--- src/rtl/drgc_pkg.sv ---
`timescale 1ns / 1ps
package drgc_pkg;

    localparam int unsigned CODE_W = 4;
    localparam int unsigned PCT_W  = 7;
    localparam int unsigned NUM_W  = 13;
    localparam int unsigned STAT_W = 2;
    localparam int unsigned FIFO_DEPTH = 2;

    localparam logic [CODE_W-1:0] CODE_NONE = 4'd15;

    localparam logic [STAT_W-1:0] ST_OK   = 2'd0;
    localparam logic [STAT_W-1:0] ST_BAD  = 2'd1;
    localparam logic [STAT_W-1:0] ST_LONG = 2'd2;

    localparam logic [7:0] CH_LO_A = 8'h61;
    localparam logic [7:0] CH_LO_Z = 8'h7A;
    localparam logic [7:0] CH_UP_A = 8'h41;
    localparam logic [7:0] CH_UP_Z = 8'h5A;
    localparam logic [7:0] CH_G    = 8'h47;
    localparam logic [7:0] CH_C    = 8'h43;
    localparam logic [7:0] CASE_OFS = 8'd32;
    localparam logic [NUM_W-1:0] PCT_SCALE = 13'd100;

    localparam logic [CODE_W-1:0] LETTER_TO_CODE [26] = '{
        4'd11, 4'd12, 4'd4,  4'd5,  4'd15, 4'd15, 4'd2,  4'd3,  4'd15,
        4'd15, 4'd7,  4'd15, 4'd6,  4'd8,  4'd15, 4'd15, 4'd15, 4'd14,
        4'd10, 4'd0,  4'd15, 4'd1,  4'd13, 4'd15, 4'd9,  4'd15
    };

    localparam logic [7:0] CODE_TO_ASCII [16] = '{
        8'h41, 8'h42, 8'h43, 8'h44, 8'h47, 8'h48, 8'h4B, 8'h4D,
        8'h4E, 8'h52, 8'h53, 8'h54, 8'h56, 8'h57, 8'h59, 8'h00
    };

    typedef struct packed {
        logic [CODE_W-1:0] code;
        logic              is_gc;
        logic              bad;
        logic              last;
    } item_t;

    function automatic item_t classify(input logic [7:0] ch, input logic last);
        logic [7:0] up;
        logic [7:0] ofs;
        item_t      it;
        up = ch;
        if (ch >= CH_LO_A && ch <= CH_LO_Z)
        begin
            up = ch - CASE_OFS;
        end
        ofs = up - CH_UP_A;
        it.code = CODE_NONE;
        if (up >= CH_UP_A && up <= CH_UP_Z)
        begin
            it.code = LETTER_TO_CODE[ofs[4:0]];
        end
        it.bad   = (it.code == CODE_NONE);
        it.is_gc = (up == CH_G) || (up == CH_C);
        it.last  = last;
        return it;
    endfunction

endpackage

--- src/rtl/drgc_front.sv ---
`timescale 1ns / 1ps
module drgc_front (
    input  logic             start,
    input  logic             full,
    input  logic [7:0]       base_in,
    input  logic             end_of_sequence,
    output logic             push,
    output drgc_pkg::item_t  item
);

    assign push = start && !full;
    assign item = drgc_pkg::classify(base_in, end_of_sequence);

endmodule

--- src/rtl/drgc_fifo.sv ---
`timescale 1ns / 1ps
module drgc_fifo (
    input  logic             clk,
    input  logic             rst_n,
    input  logic             push,
    input  drgc_pkg::item_t  push_item,
    input  logic             pop,
    output drgc_pkg::item_t  head_item,
    output logic             empty,
    output logic             full
);

    localparam int unsigned PW = $clog2(drgc_pkg::FIFO_DEPTH);
    localparam int unsigned CW = $clog2(drgc_pkg::FIFO_DEPTH + 1);

    drgc_pkg::item_t      slot_reg [drgc_pkg::FIFO_DEPTH];
    logic [PW-1:0]        wr_ptr_reg;
    logic [PW-1:0]        rd_ptr_reg;
    logic [CW-1:0]        count_reg;
    logic                 do_push;
    logic                 do_pop;

    assign empty     = (count_reg == '0);
    assign full      = (count_reg == CW'(drgc_pkg::FIFO_DEPTH));
    assign do_push   = push && !full;
    assign do_pop    = pop && !empty;
    assign head_item = slot_reg[rd_ptr_reg];

    always_ff @(posedge clk)
    begin
        if (do_push)
        begin
            slot_reg[wr_ptr_reg] <= push_item;
        end
    end

    always_ff @(posedge clk or negedge rst_n)
    begin
        if (!rst_n)
        begin
            wr_ptr_reg <= '0;
            rd_ptr_reg <= '0;
            count_reg  <= '0;
        end
        else
        begin
            if (do_push)
            begin
                wr_ptr_reg <= wr_ptr_reg + PW'(1);
            end
            if (do_pop)
            begin
                rd_ptr_reg <= rd_ptr_reg + PW'(1);
            end
            if (do_push && !do_pop)
            begin
                count_reg <= count_reg + CW'(1);
            end
            else if (do_pop && !do_push)
            begin
                count_reg <= count_reg - CW'(1);
            end
        end
    end

endmodule

--- src/rtl/drgc_back.sv ---
`timescale 1ns / 1ps
module drgc_back #(
    parameter int unsigned MAX_LEN = 64
) (
    input  logic                          clk,
    input  logic                          rst_n,
    input  logic                          item_valid,
    input  drgc_pkg::item_t               item,
    output logic                          pop,
    output logic                          result_valid,
    output logic [7:0]                    complement_out,
    output logic [drgc_pkg::STAT_W-1:0]   status,
    output logic [drgc_pkg::PCT_W-1:0]    gc_percent,
    output logic                          final_result
);

    localparam int unsigned AW = (MAX_LEN > 1) ? $clog2(MAX_LEN) : 1;
    localparam int unsigned LW = $clog2(MAX_LEN + 1);
    localparam int unsigned NW = drgc_pkg::NUM_W;
    localparam int unsigned QW = drgc_pkg::PCT_W;
    localparam int unsigned IW = $clog2(QW);

    localparam logic [1:0] S_LOAD = 2'd0;
    localparam logic [1:0] S_DIV  = 2'd1;
    localparam logic [1:0] S_PREF = 2'd2;
    localparam logic [1:0] S_EMIT = 2'd3;

    logic [drgc_pkg::CODE_W-1:0] mem [MAX_LEN];

    logic [1:0]                   state_reg, state_next;
    logic [LW-1:0]                len_reg, len_next;
    logic [LW-1:0]                gc_reg, gc_next;
    logic [drgc_pkg::STAT_W-1:0]  err_reg, err_next;
    logic [NW-1:0]                rem_reg, rem_next;
    logic [QW-1:0]                quo_reg, quo_next;
    logic [IW-1:0]                bit_reg, bit_next;
    logic [AW-1:0]                idx_reg, idx_next;
    logic [drgc_pkg::CODE_W-1:0]  rd_data_reg;
    logic                         strobe_reg, strobe_next;
    logic                         wr_en;
    logic [AW-1:0]                rd_addr;
    logic [NW-1:0]                den_shift;
    logic                         out_err;
    logic [drgc_pkg::STAT_W-1:0]  out_stat;
    logic                         out_last;

    assign pop       = (state_reg == S_LOAD) && item_valid;
    assign den_shift = NW'(len_reg) << bit_reg;
    assign rd_addr   = (state_reg == S_EMIT) ? (idx_reg - AW'(1)) : idx_reg;
    assign result_valid = strobe_reg;

    always_comb
    begin
        state_next  = state_reg;
        len_next    = len_reg;
        gc_next     = gc_reg;
        err_next    = err_reg;
        rem_next    = rem_reg;
        quo_next    = quo_reg;
        bit_next    = bit_reg;
        idx_next    = idx_reg;
        strobe_next = 1'b0;
        wr_en       = 1'b0;
        out_err     = 1'b0;
        out_stat    = err_reg;
        out_last    = 1'b0;
        unique case (state_reg)
            S_LOAD:
            begin
                if (pop)
                begin
                    if (item.bad)
                    begin
                        if (err_reg == drgc_pkg::ST_OK)
                        begin
                            err_next = drgc_pkg::ST_BAD;
                        end
                    end
                    else if (len_reg == LW'(MAX_LEN))
                    begin
                        if (err_reg == drgc_pkg::ST_OK)
                        begin
                            err_next = drgc_pkg::ST_LONG;
                        end
                    end
                    else
                    begin
                        wr_en    = 1'b1;
                        len_next = len_reg + LW'(1);
                        if (item.is_gc)
                        begin
                            gc_next = gc_reg + LW'(1);
                        end
                    end
                    if (item.last)
                    begin
                        if (err_next != drgc_pkg::ST_OK)
                        begin
                            out_err     = 1'b1;
                            out_stat    = err_next;
                            strobe_next = 1'b1;
                            len_next    = '0;
                            gc_next     = '0;
                            err_next    = drgc_pkg::ST_OK;
                        end
                        else
                        begin
                            rem_next   = NW'(gc_next) * drgc_pkg::PCT_SCALE;
                            quo_next   = '0;
                            bit_next   = IW'(QW - 1);
                            state_next = S_DIV;
                        end
                    end
                end
            end
            S_DIV:
            begin
                if (rem_reg >= den_shift)
                begin
                    rem_next = rem_reg - den_shift;
                    quo_next[bit_reg] = 1'b1;
                end
                bit_next = bit_reg - IW'(1);
                if (bit_reg == '0)
                begin
                    idx_next   = AW'(len_reg - LW'(1));
                    state_next = S_PREF;
                end
            end
            S_PREF:
            begin
                state_next = S_EMIT;
            end
            S_EMIT:
            begin
                strobe_next = 1'b1;
                idx_next    = idx_reg - AW'(1);
                if (idx_reg == '0)
                begin
                    out_last   = 1'b1;
                    len_next   = '0;
                    gc_next    = '0;
                    state_next = S_LOAD;
                end
            end
            default:
            begin
                state_next = S_LOAD;
            end
        endcase
    end

    always_ff @(posedge clk)
    begin
        if (wr_en)
        begin
            mem[len_reg[AW-1:0]] <= item.code;
        end
        rd_data_reg <= mem[rd_addr];
        rem_reg     <= rem_next;
        quo_reg     <= quo_next;
        bit_reg     <= bit_next;
        idx_reg     <= idx_next;
        if (out_err)
        begin
            complement_out <= '0;
            status         <= out_stat;
            gc_percent     <= '0;
            final_result   <= 1'b1;
        end
        else if (strobe_next)
        begin
            complement_out <= drgc_pkg::CODE_TO_ASCII[rd_data_reg];
            status         <= drgc_pkg::ST_OK;
            gc_percent     <= quo_reg;
            final_result   <= out_last;
        end
    end

    always_ff @(posedge clk or negedge rst_n)
    begin
        if (!rst_n)
        begin
            state_reg  <= S_LOAD;
            len_reg    <= '0;
            gc_reg     <= '0;
            err_reg    <= drgc_pkg::ST_OK;
            strobe_reg <= 1'b0;
        end
        else
        begin
            state_reg  <= state_next;
            len_reg    <= len_next;
            gc_reg     <= gc_next;
            err_reg    <= err_next;
            strobe_reg <= strobe_next;
        end
    end

endmodule

--- src/rtl/dna_revcomp_gc_engine.sv ---
`timescale 1ns / 1ps
// Channel  | Handshake            | Payload
// ---------+----------------------+----------------------------------------------
// input    | start high, busy low | base_in, end_of_sequence
// result   | result_valid, 1 cycle| complement_out, status, gc_percent, final_result
//
// Characters enter a two-entry queue; the back end drains one per cycle while
// loading. After the marked character the divider forms the GC percentage bit
// by bit, a prefetch reads the store, then one result per cycle from it, reversed.
// An error sequence gives its single result, registered once the back end pops
// the marked character. busy rises only while the queue is full. Results are
// never held off. rst_n clears the FSM, length, GC, error and queue state.
module dna_revcomp_gc_engine #(
    parameter int unsigned MAX_LEN = 64
) (
    input  logic                          clk,
    input  logic                          rst_n,
    input  logic                          start,
    output logic                          busy,
    input  logic [7:0]                    base_in,
    input  logic                          end_of_sequence,
    output logic                          result_valid,
    output logic [7:0]                    complement_out,
    output logic [drgc_pkg::STAT_W-1:0]   status,
    output logic [drgc_pkg::PCT_W-1:0]    gc_percent,
    output logic                          final_result
);

    logic             push;
    logic             fifo_empty;
    logic             fifo_full;
    logic             pop;
    drgc_pkg::item_t  in_item;
    drgc_pkg::item_t  head_item;

    assign busy = fifo_full;

    drgc_front u_front (
        .start           (start),
        .full            (fifo_full),
        .base_in         (base_in),
        .end_of_sequence (end_of_sequence),
        .push            (push),
        .item            (in_item)
    );

    drgc_fifo u_fifo (
        .clk       (clk),
        .rst_n     (rst_n),
        .push      (push),
        .push_item (in_item),
        .pop       (pop),
        .head_item (head_item),
        .empty     (fifo_empty),
        .full      (fifo_full)
    );

    drgc_back #(
        .MAX_LEN (MAX_LEN)
    ) u_back (
        .clk            (clk),
        .rst_n          (rst_n),
        .item_valid     (!fifo_empty),
        .item           (head_item),
        .pop            (pop),
        .result_valid   (result_valid),
        .complement_out (complement_out),
        .status         (status),
        .gc_percent     (gc_percent),
        .final_result   (final_result)
    );

endmodule
--- config.mk ---
export PLATFORM = sky130hd
export DESIGN_NAME = dna_revcomp_gc_engine
export DESIGN_NICKNAME = d
export VERILOG_FILES = /design/src/rtl/drgc_pkg.sv /design/src/rtl/drgc_front.sv /design/src/rtl/drgc_fifo.sv /design/src/rtl/drgc_back.sv /design/src/rtl/dna_revcomp_gc_engine.sv
export SDC_FILE = /design/constraint.sdc
export NUM_CORES = 1
export LEC_CHECK = 0
export BUFFER_PORTS_ARGS = -buffer_cell sky130_fd_sc_hd__buf_2
export CAP_MARGIN = 20
export CORE_ASPECT_RATIO = 1.5
export CORE_MARGIN = 4
export CORE_UTILIZATION = 45
export CTS_BUF_LIST = sky130_fd_sc_hd__clkbuf_8
export CTS_CLUSTER_DIAMETER = 40
export DETAILED_ROUTE_END_ITERATION = 10
export HOLD_SLACK_MARGIN = 0.05
export SLEW_MARGIN = 15
export SYNTH_ARGS = -nofsm -noshare
export SYNTH_HDL_FRONTEND = slang
export SYNTH_SLANG_ARGS = --single-unit
--- constraint.sdc ---
create_clock -name clk -period 12.4 [get_ports clk]
set_input_delay 0.62 -clock clk [delete_from_list [all_inputs] [get_ports clk]]
set_output_delay 0.62 -clock clk [all_outputs]
set_load 0.02 [all_outputs]
==> Word level (Yosys, flattened, before mapping) <==
Memories as Yosys holds them, arrays and structs flattened. A register that Yosys moved wholly into a read port is not among the register bits.
Cells that the tools add are included.
{ "word_totals": {"mem_bits_ro": 256, "register_bits": 62, "inputBits": 12, "ramBits": 270, "word_cells": 165, "output_inout_bits": 20, "memories": 4} }
{ "memory_table": {"columns": ["memory", "depth", "word_bits", "rd", "rd_clocked_by_memory_dff", "write_ports", "line", "source"], "rows": [
  ["u_back.mem", 64, 4, 1, 1, 1, "drgc_back.sv:28", "logic [drgc_pkg::CODE_W-1:0] mem [MAX_LEN];"],
  ["(name not given)", 16, 8, 1, 1, 0, "drgc_back.sv:173", "complement_out <= drgc_pkg::CODE_TO_ASCII[rd_data_reg];"],
  ["(name not given)", 32, 4, 1, 0, 0, "drgc_pkg.sv:56", "it.code = LETTER_TO_CODE[ofs[4:0]];"],
  ["u_fifo.slot_reg", 2, 7, 1, 0, 1, "drgc_fifo.sv:16", "drgc_pkg::item_t slot_reg [drgc_pkg::FIFO_DEPTH];"]
]} }
{ "classes": {"n_lt_le_gt_ge": 8, "reduce_logical": 31, "bitwise_logic": 3, "eq_ne": 14, "mul": 1, "muxes": 76, "shift": 1, "add_sub_neg": 12} }
{ "op_table": {"columns": ["op", "count"], "rows": [
  ["$mux 7", 18],
  ["$mux 13", 4],
  ["$mux 2", 21],
  ["$pmux 7 s2", 3],
  ["$pmux 13 s2", 1],
  ["$eq 8x7->1 const B", 2],
  ["$ge 8x7->1 const B", 2],
  ["$le 8x7->1 const B", 2],
  ["$mux 1", 15],
  ["$add 7x1->7 const B", 2],
  ["$ge 13x13->1", 1],
  ["$shl 7x3->13", 1],
  ["$sub 13x13->13", 1],
  ["$mux 4", 3],
  ["$mux 6", 2],
  ["$pmux 6 s2", 1],
  ["$reduce_bool 2->1", 6],
  ["$sub 6x1->6 const B", 2],
  ["$mul 7x5->11 const B", 1],
  ["$reduce_and 5->1", 2],
  ["$logic_and 1x1->1", 9],
  ["$mux 3", 3],
  ["$mux 8", 1],
  ["$ne 2x2->1 const B", 4],
  ["other kinds (29)", 39]
]} }

==> Longest topological paths before layout <==
Gate-level depths: netlist (run 1).
{ "depth": {"word_depth": 13, "depth_mapped": 19, "mapped_depth_nobuf": 19} }

==> Modules after synthesis <==
A second synthesis (run 1) with hierarchy kept.
{ "hier_totals": {"hier_cells": 1375, "hier_area_um2": 18461.5} }
{ "modules_own_cells": {"columns": ["mod", "cells_each", "area_per_inst_um2", "seq_area_each_um2", "instances"], "rows": [
  ["drgc_back", 1250, 17142.7, 9454.1, 1],
  ["drgc_fifo", 41, 703.2, 520.5, 1],
  ["drgc_front", 83, 611.8, 0.0, 1],
  ["dna_revcomp_gc_engine", 1, 3.8, 0.0, 1]
]} }

==> Least setup slack after synthesis (run 1) <==
No wires, ideal clock.
{ "synth_timing": {"path_type": "flip-flop to flip-flop", "start": "register u_back.len_reg[1]", "end": "register u_back.rem_reg[12], data pin", "slack_ns": 7.923, "n_path_buf": 0, "synth_period_minus_slack_ns": 4.477, "setup_ns": 0.271, "path_stages_with_launch": 20, "required_time_ns": 12.129, "arrival_ns": 4.205, "cell_sequence": "dfrtp_1 inv_1 ha_1 nor3b_1 a211oi_4 and4_1 xor2_1 ha_1 ha_1 inv_1 fa_1 inv_1 ha_1 nor2b_1 o21ai_0 a21oi_1 o21a_1 nor2_1 xnor2_1 mux2i_1"} }
{ "synth_between": {"elab_chain_cells": 10} }
{ "synth_lines": {"columns": ["item", "line", "source"], "rows": [
  ["start, declared", "drgc_back.sv:31", "logic [LW-1:0] len_reg, len_next;"],
  ["start signal, assigned", "drgc_back.sv:193", "len_reg <= len_next;"],
  ["$eq 7x7->1", "drgc_back.sv:79", "else if (len_reg == LW'(MAX_LEN))"],
  ["$mux 7", "drgc_back.sv:79", null],
  ["$mux 7", "drgc_back.sv:72", "if (item.bad)"],
  ["$mux 7", "drgc_back.sv:70", "if (pop)"],
  ["$mux 7", "drgc_back.sv:67", "unique case (state_reg)"],
  ["$mul 7x5->11", "drgc_back.sv:108", "rem_next = NW'(gc_next) * drgc_pkg::PCT_SCALE;"],
  ["$mux 13", "drgc_back.sv:97", "if (err_next != drgc_pkg::ST_OK)"],
  ["$mux 13", "drgc_back.sv:95", "if (item.last)"],
  ["$mux 13", "drgc_back.sv:70", null],
  ["$pmux 13 s2 (*)", "drgc_back.sv:67", null],
  ["named net u_back.rem_next[12]", "drgc_back.sv:34", "logic [NW-1:0] rem_reg, rem_next;"],
  ["end signal, assigned", "drgc_back.sv:160", "rem_reg <= rem_next;"],
  ["end, declared", "drgc_back.sv:34", null]
]} }
The timed path passes the listed nets; every way through them passes the cells marked *. The select of a mux whose other input is x is not followed.
A chain may end at the register's enable or synchronous reset.

==> Worst setup path after layout (run 1) <==
{ "layout_timing": {"start": "register u_back.len_reg[0]", "end": "register u_back.rem_reg[12], data pin"} }
Same word-level chain as after synthesis.

==> flow_summary.toml, run 1 <==
[run_status]
result_of_the_run = "completed"

[synthesis]
netlist_area_before_placement_sq_um = 16700
synth_enable_flop_cells = 301
synth-seq-area-share = 0.599
ys.warnings.count = 0
synth.largest_area_cell = "sky130_fd_sc_hd__edfxtp_1"
synth_common_cells = "301 x sky130_fd_sc_hd__edfxtp_1, 135 x sky130_fd_sc_hd__nor2_1, 78 x sky130_fd_sc_hd__nand2_1"
number_of_storage_elements_in_the_synthesis_netlist = 342
syn-instance-count = 1240
synth-xor-area-share = 0.0303
netlist.area_leader.share = 0.543
post_synth_num_cell_types = 77
synth_top_family_by_area = "multiplexers"
post_synth_fa_ha_maj_area_fraction = 0.0479
muxShareOfSynthArea = 0.119
synth_simple_gate_area_frac = 0.0961
synth_compound_area_frac = 0.0793
synth.most_common_cell = "sky130_fd_sc_hd__edfxtp_1"
avgSynthCellArea_sq_um = 13.4
dominantRegCellSynth = "sky130_fd_sc_hd__edfxtp_1"
synth.area.top_cells = "sky130_fd_sc_hd__edfxtp_1 54%, sky130_fd_sc_hd__mux4_2 6.6%, sky130_fd_sc_hd__ha_1 4.4%"
asyncSetResetFlopFracSynth = 0.0673

[timing]
finalSetupViolCount = 0
fmaxAchievable_mhz = 195
finalHoldViolCount = 0
timing.slew.headroom = 0.271
rsz0062_at_grt = "no"
timing_max_transition_violations_final = 0
setup_slack_ps = 7280
tightest_slew_ps = 1090
post-route-period-util = 0.413
finalWorstPathRequiredPeriod_ps = 5120
totalNegativeSetupSlack_ps = 0
fin_worst_skew_ps = 34.8

[critical_path]
flop2flop_setup_slack_ps = 7280
worstPathMaxFanout = 13
critPathRequiredTime_ps = 12720
crit_path_end_kind = "flop"
start_kind = "flop"
crit_type = "reg -> reg"
critical_path_arrival_ps = 5440

[detailed_routing]
drt_drc_violations_left = 0
postRouteAntennaNets = 0
wl_per_cell_um = 21.2
avgViaCountPerCell = 5.64
num_vias = 10181
detail_route.wirelength_mm = 38.4
detailedRoute.firstIterationViolations = 671
drt_pass1_iterations = 5

[clock_tree]
cts-buffers-inserted = 52
htree_levels = 2
cts_post_setup_buffers_inserted = 0
root_buffer = "sky130_fd_sc_hd__clkbuf_8"
cts_tree = "yes"
clock_sink_count = 342
cts_buffer_depth = 3
clk-insertion-delay-late_ps = 600
cts_hold_repair.buffers = 1
cts.reportedPaths.clkPinSlew_ps = 60
post_cts_resized = 0

[floorplan]
coreArea_sq_um = 36700
ioPinCount = 32
die_x_um = 165
die-area_sq_um = 40200
fp.dieH_um = 244
starting_density = 0.454
std_cell_rows = 86

[flow_run]
max-cap-violations = 0

[grt]
pin_count_of_the_biggest_net_entering_global_routing = 65
wire_length_of_the_first_global_routing_pass_mm = 59.8
initial_antenna_violation_count = 1
grt.overflow.total = 0
via_count_of_the_first_global_routing_pass = 10565
grt_util_all_layers = 0.193

[power]
power_leakage_nw = 6.53
irDropWorstVdd_mv = 0.160
report.power.total_mw = 4.17
powerDensity_nw_per_um2 = 228

[placed_design]
port_buffers = 29
place_congestion = 0.798
hpwlAfterDp_mm = 26.1
place_ws_ps = 7280

[layout]
fin_nets = 1352
nFillCells = 3152
flip_flop_count_of_the_largest_register_all_copies_and_words_added = 256
post_route_cells_drive_above_1_share = 0.150
area_growth_pct = 9.77
area.sequential_sq_um = 9970
multi_input_area_sq_um = 6230

[min_path]
worst_hold_path_type = "in -> reg"
-- per-stage QoR --
| stage | hold slack [ps] | instance area, sq um | cells | utilization |
|---|---|---|---|---|
| 2_1_floorplan | 324 | 16700 | 1241 | - |
| 3_3_place_gp | 441 | 17200 | 1705 | 0.469 |
| 3_5_place_dp | 448 | 17200 | 1707 | 0.470 |
| 4_1_cts | 237 | 18300 | 1805 | 0.498 |
| 5_1_grt | 238 | 18300 | 1806 | 0.498 |
| 6_report | 270 | 18300 | 1806 | 0.498 |
-- cell families (layout without fill, tap and decap cells) --
kind of cell	count (synthesis)	after routing
adders and majority gates	62	62
buffers and inverters	106	186
muxes	126	126
xor gates and xnor gates	52	52
other	1	3
DFF	342	342
and+or+nand+nor	345	345
AOI/OAI and AO/OA	206	206
-- placed cells by master (no fill, tap or decap), types with 11 or more instances in the layout --
| cell type | instances |
|---|---|
| sky130_fd_sc_hd__edfxtp_1 | 301 |
| sky130_fd_sc_hd__nor2_1 | 135 |
| sky130_fd_sc_hd__nand2_1 | 78 |
| sky130_fd_sc_hd__mux2i_1 | 59 |
| sky130_fd_sc_hd__a21oi_1 | 59 |
| sky130_fd_sc_hd__ha_1 | 59 |
| sky130_fd_sc_hd__clkbuf_8 | 59 |
| sky130_fd_sc_hd__inv_1 | 56 |
| sky130_fd_sc_hd__mux4_2 | 49 |
| sky130_fd_sc_hd__o21ai_0 | 39 |
| sky130_fd_sc_hd__buf_2 | 30 |
| sky130_fd_sc_hd__nand3_1 | 28 |
| sky130_fd_sc_hd__xnor2_1 | 27 |
| sky130_fd_sc_hd__nor3_1 | 25 |
| sky130_fd_sc_hd__dfrtp_1 | 23 |
| sky130_fd_sc_hd__xor2_1 | 20 |
| sky130_fd_sc_hd__dfxtp_1 | 18 |
| sky130_fd_sc_hd__nand2b_1 | 15 |
| sky130_fd_sc_hd__nor2b_1 | 14 |
| sky130_fd_sc_hd__o211ai_1 | 13 |
| sky130_fd_sc_hd__o22ai_1 | 12 |
| sky130_fd_sc_hd__buf_4 | 12 |
| sky130_fd_sc_hd__or3_1 | 11 |
| sky130_fd_sc_hd__a31oi_1 | 11 |
-- per-layer routing --
metal  share of wire  vias up  global-route usage
li1                -     4764                   -
met1            0.37     5141               0.217
met2            0.57      205               0.368
met3           0.036       71              0.0261
met4           0.029        0              0.0619
met5               0        -                   0
-- power by group --
part / total, mW / switching [mW] / internal [mW]
Combinational: 1.65 / 0.996 / 0.655
Sequential: 1.59 / 0.117 / 1.48
Clock: 0.924 / 0.444 / 0.480
Total: 4.17 / 1.56 / 2.61
-- final timing paths --
check,from,endpoint,cells past startpoint
worst max-delay path,u_back.len_reg[0],u_back.rem_reg[12],19
worst min-delay path,end_of_sequence,u_fifo.slot_reg[0][0],1
worst max register to register,u_back.len_reg[0],u_back.rem_reg[12],19
worst min register to register,u_back.gc_percent[2],u_back.gc_percent[2],2
max in group asynchronous,rst_n,u_back.len_reg[5],2
min in group asynchronous,rst_n,u_back.len_reg[1],2
-- area by class of cell --
class / instances / share of cell area
Antenna cell: 1 / 0.000137
Clock buffer: 59 / 0.0444
Clock inverter: 38 / 0.0124
Inverter: 45 / 0.00924
Multi-Input combinational cell: 793 / 0.341
Sequential cell: 342 / 0.546
Tap cell: 484 / 0.0331
Timing Repair Buffer: 44 / 0.0145
-- worst max-delay path: stages (launching register included) --
cell and delay, ps:
sky130_fd_sc_hd__dfrtp_1 510, sky130_fd_sc_hd__inv_1 180, sky130_fd_sc_hd__ha_1 200, sky130_fd_sc_hd__nor3b_1 740, sky130_fd_sc_hd__a211oi_4 200, sky130_fd_sc_hd__and4_1 320
sky130_fd_sc_hd__xor2_1 260, sky130_fd_sc_hd__ha_1 280, sky130_fd_sc_hd__ha_1 270, sky130_fd_sc_hd__inv_1 50, sky130_fd_sc_hd__fa_1 500, sky130_fd_sc_hd__inv_1 40
sky130_fd_sc_hd__ha_1 320, sky130_fd_sc_hd__nor2b_1 140, sky130_fd_sc_hd__o21ai_0 220, sky130_fd_sc_hd__a21oi_1 120, sky130_fd_sc_hd__o21a_1 180, sky130_fd_sc_hd__nor2_1 110
sky130_fd_sc_hd__xnor2_1 130, sky130_fd_sc_hd__mux2i_1 90
Note: power is estimated with default switching activity, not from simulation.
==> run 2: changes to the inputs <==
Clock period 12.4 ns to 4.4 ns, I/O delays scaled along.
==> flow_summary.toml, run 2 (synthesized netlist as in run 1, its figures left out) <==
[power]
powerDensity_nw_per_um2 = 649
irDropWorstVdd_mv = 0.462
report.power.total_mw = 12.1
power_leakage_nw = 6.69

[clock_tree]
cts-buffers-inserted = 53
cts_buffer_depth = 3
clk-insertion-delay-late_ps = 620
cts_tree = "yes"
root_buffer = "sky130_fd_sc_hd__clkbuf_8"
htree_levels = 2
cts.reportedPaths.clkPinSlew_ps = 60
clock_sink_count = 342

[critical_path]
flop2flop_setup_slack_ps = 230
number_of_buffers_and_inverters_on_the_critical_path = 3
crit_path_top_delay_cell = "sky130_fd_sc_hd__fa_1"
start_kind = "flop"
critical_path_arrival_ps = 4520
startpoint_of_the_lowest_slack_register_to_register_path = "u_back.len_reg[0]"
critPathRequiredTime_ps = 4760
worstPathMaxFanout = 5
crit_path_end_kind = "flop"
cpPeakStageDelay_ps = 500
path_depth = 19
timing.rr.end = "u_back.rem_reg[12]"
crit_path_cell_trace = "inv_2, ha_2, nor3b_4, a211oi_4, and4_4, xor2_2, ha_1, ha_1, inv_1, fa_1, inv_1, ha_1, nor2b_1, o21ai_1, a21oi_2, o21a_1, nor2_2, xnor2_1, mux2i_1"
ff2ff_path_depth = 19
worst_path_most_repeated_cell = "sky130_fd_sc_hd__ha_1"
critical-path-top-delay-family = "adder cells"
crit_type = "reg -> reg"

[detailed_routing]
drt_drc_violations_left = 0
postRouteAntennaNets = 0
avgViaCountPerCell = 5.60
num_vias = 10263
wl_per_cell_um = 21.0
detailedRoute.firstIterationViolations = 721
detail_route.wirelength_mm = 38.5
drt_pass1_iterations = 5

[grt]
use_met1 = 0.208
wire_length_of_the_first_global_routing_pass_mm = 60.1
via_count_of_the_first_global_routing_pass = 10796
pin_count_of_the_biggest_net_entering_global_routing = 65
use_met3 = 0.0322
grt.busiest_layer = "met2"
use_met2 = 0.369
grt.overflow.total = 0
initial_antenna_violation_count = 3
grt_util_all_layers = 0.195

[placed_design]
port_buffers = 29
dpl_cell_area_sq_um = 17400
dp.cells = 1726
hpwlAfterDp_mm = 27.0
place_congestion = 0.842

[timing]
totalNegativeSetupSlack_ps = 0
finalWorstPathRequiredPeriod_ps = 4170
finalHoldViolCount = 0
timing.slew.headroom = 0.251
fmaxAchievable_mhz = 240
hold_slack_ps = 140
rsz0062_at_grt = "no"
post-route-period-util = 0.947
fin_worst_skew_ps = 41.6
timing_max_transition_violations_final = 0
tightest_slew_ps = 1120
finalSetupViolCount = 0

[layout]
finalNonFillerCells = 1832
area_growth_pct = 11.8
final_cell_mix = "301 x sky130_fd_sc_hd__edfxtp_1, 134 x sky130_fd_sc_hd__nor2_1, 78 x sky130_fd_sc_hd__nand2_1"
fin_nets = 1376
flip_flop_count_of_the_largest_register_all_copies_and_words_added = 256
postLayoutCellArea_sq_um = 18600
post_route_cells_drive_above_1_share = 0.173
final_common_cell = "sky130_fd_sc_hd__edfxtp_1"

[flow_run]
max-cap-violations = 0

[floorplan]
std_cell_rows = 86
starting_density = 0.454
die_x_um = 165
fp.dieH_um = 244
die-area_sq_um = 40200
coreArea_sq_um = 36700
ioPinCount = 32

[min_path]
worst_hold_path_type = "in -> async"

[run_status]
result_of_the_run = "completed"
-- run 2: changes by cell type in the layout (fill, tap and decap cells not counted), sizes merged, moves of 2 or more --
cell	change
clkinv	+2
dlygate4sd3	+2
bufinv	+4
buf	+21
clkbuf	-6
-- run 2: cell type report --
type / count / area [sq um]
antenna: 2 / 5.00
clock buffer: 53 / 729
clock inverter: 46 / 380
fill: 3112 / 18100
inverter: 45 / 169
multi-input combinational: 793 / 6280
sequential: 342 / 9970
tap: 484 / 606
timing repair buffer: 67 / 479
-- run 2: where the power goes --
| part | leakage (nW) | switching [mW] | internal (mW) | total (mW) |
|---|---|---|---|---|
| Clock | 0.592 | 1.29 | 1.50 | 2.79 |
| Combinational | 2.97 | 2.87 | 1.97 | 4.84 |
| Sequential | 3.13 | 0.294 | 4.16 | 4.46 |
-- run 2: how the worst max path moves through the flow --
stage | slack, ps | from | to
finish | 230 | u_back.len_reg[0] | u_back.rem_reg[12]
global route | 6 | u_back.len_reg[0] | u_back.rem_reg[12]
CTS | 40 | u_back.len_reg[0] | u_back.rem_reg[12]
detailed placement | 70 | u_back.len_reg[0] | u_back.rem_reg[12]
global placement | 120 | u_back.len_reg[0] | u_back.rem_reg[12]
floorplan | 120 | u_back.len_reg[1] | u_back.rem_reg[12]
-- run 2: stage by stage --
stage | setup WS [ps] | utilization
3_3_place_gp | 120 | 0.474
2_1_floorplan | 120 | -
6_report | 234 | 0.508
5_1_grt | 5.59 | 0.508
3_5_place_dp | 72.2 | 0.474
4_1_cts | 38.5 | 0.505
-- run 2: layer usage --
layer  part of all wire  wire length (um)
met1               0.35             13600
met3              0.040              1530
met2               0.56             21700
met4              0.043              1650
met5            0.00034                13
-- run 2: what timing repair did --
action                                 4_1_cts  5_1_grt
gates resized for setup                      0       16
setup buffers                                0        1
endpoints found under the hold margin       26        0
setup endpoints to repair                    0        2
hold buffers                                 3        0
==> run 3: changes to the inputs <==
Clock period 4.4 ns to 4 ns, I/O delays scaled along.
==> flow_summary.toml, run 3 (synthesized netlist as in run 1, its figures left out) <==
[run_status]
result_of_the_run = "completed"

[floorplan]
die_x_um = 165
starting_density = 0.454
std_cell_rows = 86
ioPinCount = 32
die-area_sq_um = 40200
coreArea_sq_um = 36700
fp.dieH_um = 244

[critical_path]
ff2ff_path_depth = 19
worstPathMaxFanout = 4
start_kind = "flop"
crit_type = "reg -> reg"
crit_path_end_kind = "flop"
critPathRequiredTime_ps = 4340
flop2flop_setup_slack_ps = 50
critical_path_arrival_ps = 4290
startpoint_of_the_lowest_slack_register_to_register_path = "u_back.len_reg[0]"
timing.rr.end = "u_back.rem_reg[12]"

[grt]
initial_antenna_violation_count = 0
via_count_of_the_first_global_routing_pass = 10862
wire_length_of_the_first_global_routing_pass_mm = 60.9
grt_util_all_layers = 0.197
grt.overflow.total = 0
pin_count_of_the_biggest_net_entering_global_routing = 65

[power]
irDropWorstVdd_mv = 0.440
power_leakage_nw = 6.85
powerDensity_nw_per_um2 = 699
report.power.total_mw = 13.2

[placed_design]
place_ws_ps = -132
dp.cells = 1752
hpwlAfterDp_mm = 27.0
port_buffers = 29
place_congestion = 0.835

[timing]
finalSetupViolCount = 0
totalNegativeSetupSlack_ps = 0
fin_worst_skew_ps = 32.9
tightest_slew_ps = 1150
timing.slew.headroom = 0.226
setup_slack_ps = 50.7
post-route-period-util = 0.987
finalWorstPathRequiredPeriod_ps = 3950
finalHoldViolCount = 0
fmaxAchievable_mhz = 253
timing_max_transition_violations_final = 0
rsz0062_at_grt = "yes"

[layout]
nFillCells = 3136
multi_input_area_sq_um = 6360
layout.core_utilization = 0.513
fin_nets = 1405
diodes = 0
flip_flop_count_of_the_largest_register_all_copies_and_words_added = 256
post_route_cells_drive_above_1_share = 0.194
area_growth_pct = 13.1
area.sequential_sq_um = 9970
final_cell_mix = "301 x sky130_fd_sc_hd__edfxtp_1, 133 x sky130_fd_sc_hd__nor2_1, 78 x sky130_fd_sc_hd__nand2_1, 64 x sky130_fd_sc_hd__inv_1, 61 x sky130_fd_sc_hd__buf_4"
finalNonFillerCells = 1858
final_common_cell = "sky130_fd_sc_hd__edfxtp_1"

[detailed_routing]
detailedRoute.firstIterationViolations = 534
postRouteAntennaNets = 0
drt_drc_violations_left = 0
detail_route.wirelength_mm = 39.2
drt_pass1_iterations = 5
num_vias = 10435
wl_per_cell_um = 21.1
avgViaCountPerCell = 5.62

[clock_tree]
root_buffer = "sky130_fd_sc_hd__clkbuf_8"
clock_sink_count = 342
cts_buffer_depth = 3
clk-insertion-delay-late_ps = 610
cts_tree = "yes"
cts.reportedPaths.clkPinSlew_ps = 70
htree_levels = 2
cts-buffers-inserted = 52

[min_path]
worst_hold_path_type = "in -> async"

[flow_run]
max-cap-violations = 0
-- run 3: cell types whose count changed in the layout (fill, tap and decap cells not counted), sizes merged --
cell / delta
buf: +30
bufinv: -4
clkbuf: +6
clkinv: -13
clkinvlp: -3
diode: -2
inv: +12
-- run 3: metrics by stage --
stage | hold WS, ps | area, sq um
after floorplan | -95.6 | 16700
after global placement | 229 | 17600
after detailed placement | 232 | 17600
after CTS | 92.7 | 18700
after global routing | 103 | 18800
final | 127 | 18800
-- run 3: how the worst max path moves through the flow --
stage	from	endpoint	slack, ps	cells after the start
after global routing	u_back.len_reg[1]	u_back.rem_reg[12]	-140	19
after detailed placement	u_back.len_reg[0]	u_back.rem_reg[12]	-130	19
after floorplan	u_back.len_reg[1]	u_back.rem_reg[12]	-160	19
after global placement	u_back.len_reg[0]	u_back.rem_reg[12]	-90	19
after CTS	u_back.len_reg[0]	u_back.rem_reg[12]	6	18
final	u_back.len_reg[0]	u_back.rem_reg[12]	50	19
-- run 3: critical path, cell delays in order, from the launching register on --
cell and delay (ps):
sky130_fd_sc_hd__dfrtp_1 360, sky130_fd_sc_hd__inv_2 60, sky130_fd_sc_hd__ha_4 160, sky130_fd_sc_hd__nor3b_4 160, sky130_fd_sc_hd__a211oi_4 310, sky130_fd_sc_hd__and4_4 300, sky130_fd_sc_hd__xor2_2 150, sky130_fd_sc_hd__ha_1 270
sky130_fd_sc_hd__ha_4 280, sky130_fd_sc_hd__inv_2 30, sky130_fd_sc_hd__fa_1 520, sky130_fd_sc_hd__inv_2 50, sky130_fd_sc_hd__ha_4 210, sky130_fd_sc_hd__nor2b_4 120, sky130_fd_sc_hd__o21ai_2 140, sky130_fd_sc_hd__a21oi_2 80
sky130_fd_sc_hd__o21a_1 190, sky130_fd_sc_hd__nor2_2 90, sky130_fd_sc_hd__xnor2_1 120, sky130_fd_sc_hd__mux2i_1 80
-- run 3: metal layers --
layer	routed length, um	track usage
met4	1440	0.0754
met1	14200	0.219
met5	0	0
met3	1520	0.0278
met2	22100	0.374
-- run 3: area by class of cell --
cell class,instances,area share
multi-input combinational,793,0.338
sequential,342,0.530
inverter,45,0.00897
tap,484,0.0322
clock buffer,59,0.0431
timing repair buffer,97,0.0369
clock inverter,38,0.0114
-- run 3: timing repair --
action,4_1_cts,5_1_grt
endpoints found under the setup margin,2,3
pin swaps,8,16
endpoints found under the hold margin,26,0
setup buffers,1,4
gates resized for setup,4,21
gates cloned,0,0
hold buffers,3,0
-- run 3: report_power, final --
group	internal, mW	switching, mW
combinational	2.26	3.23
sequential	4.58	0.284
clock	1.48	1.35
total	8.32	4.86
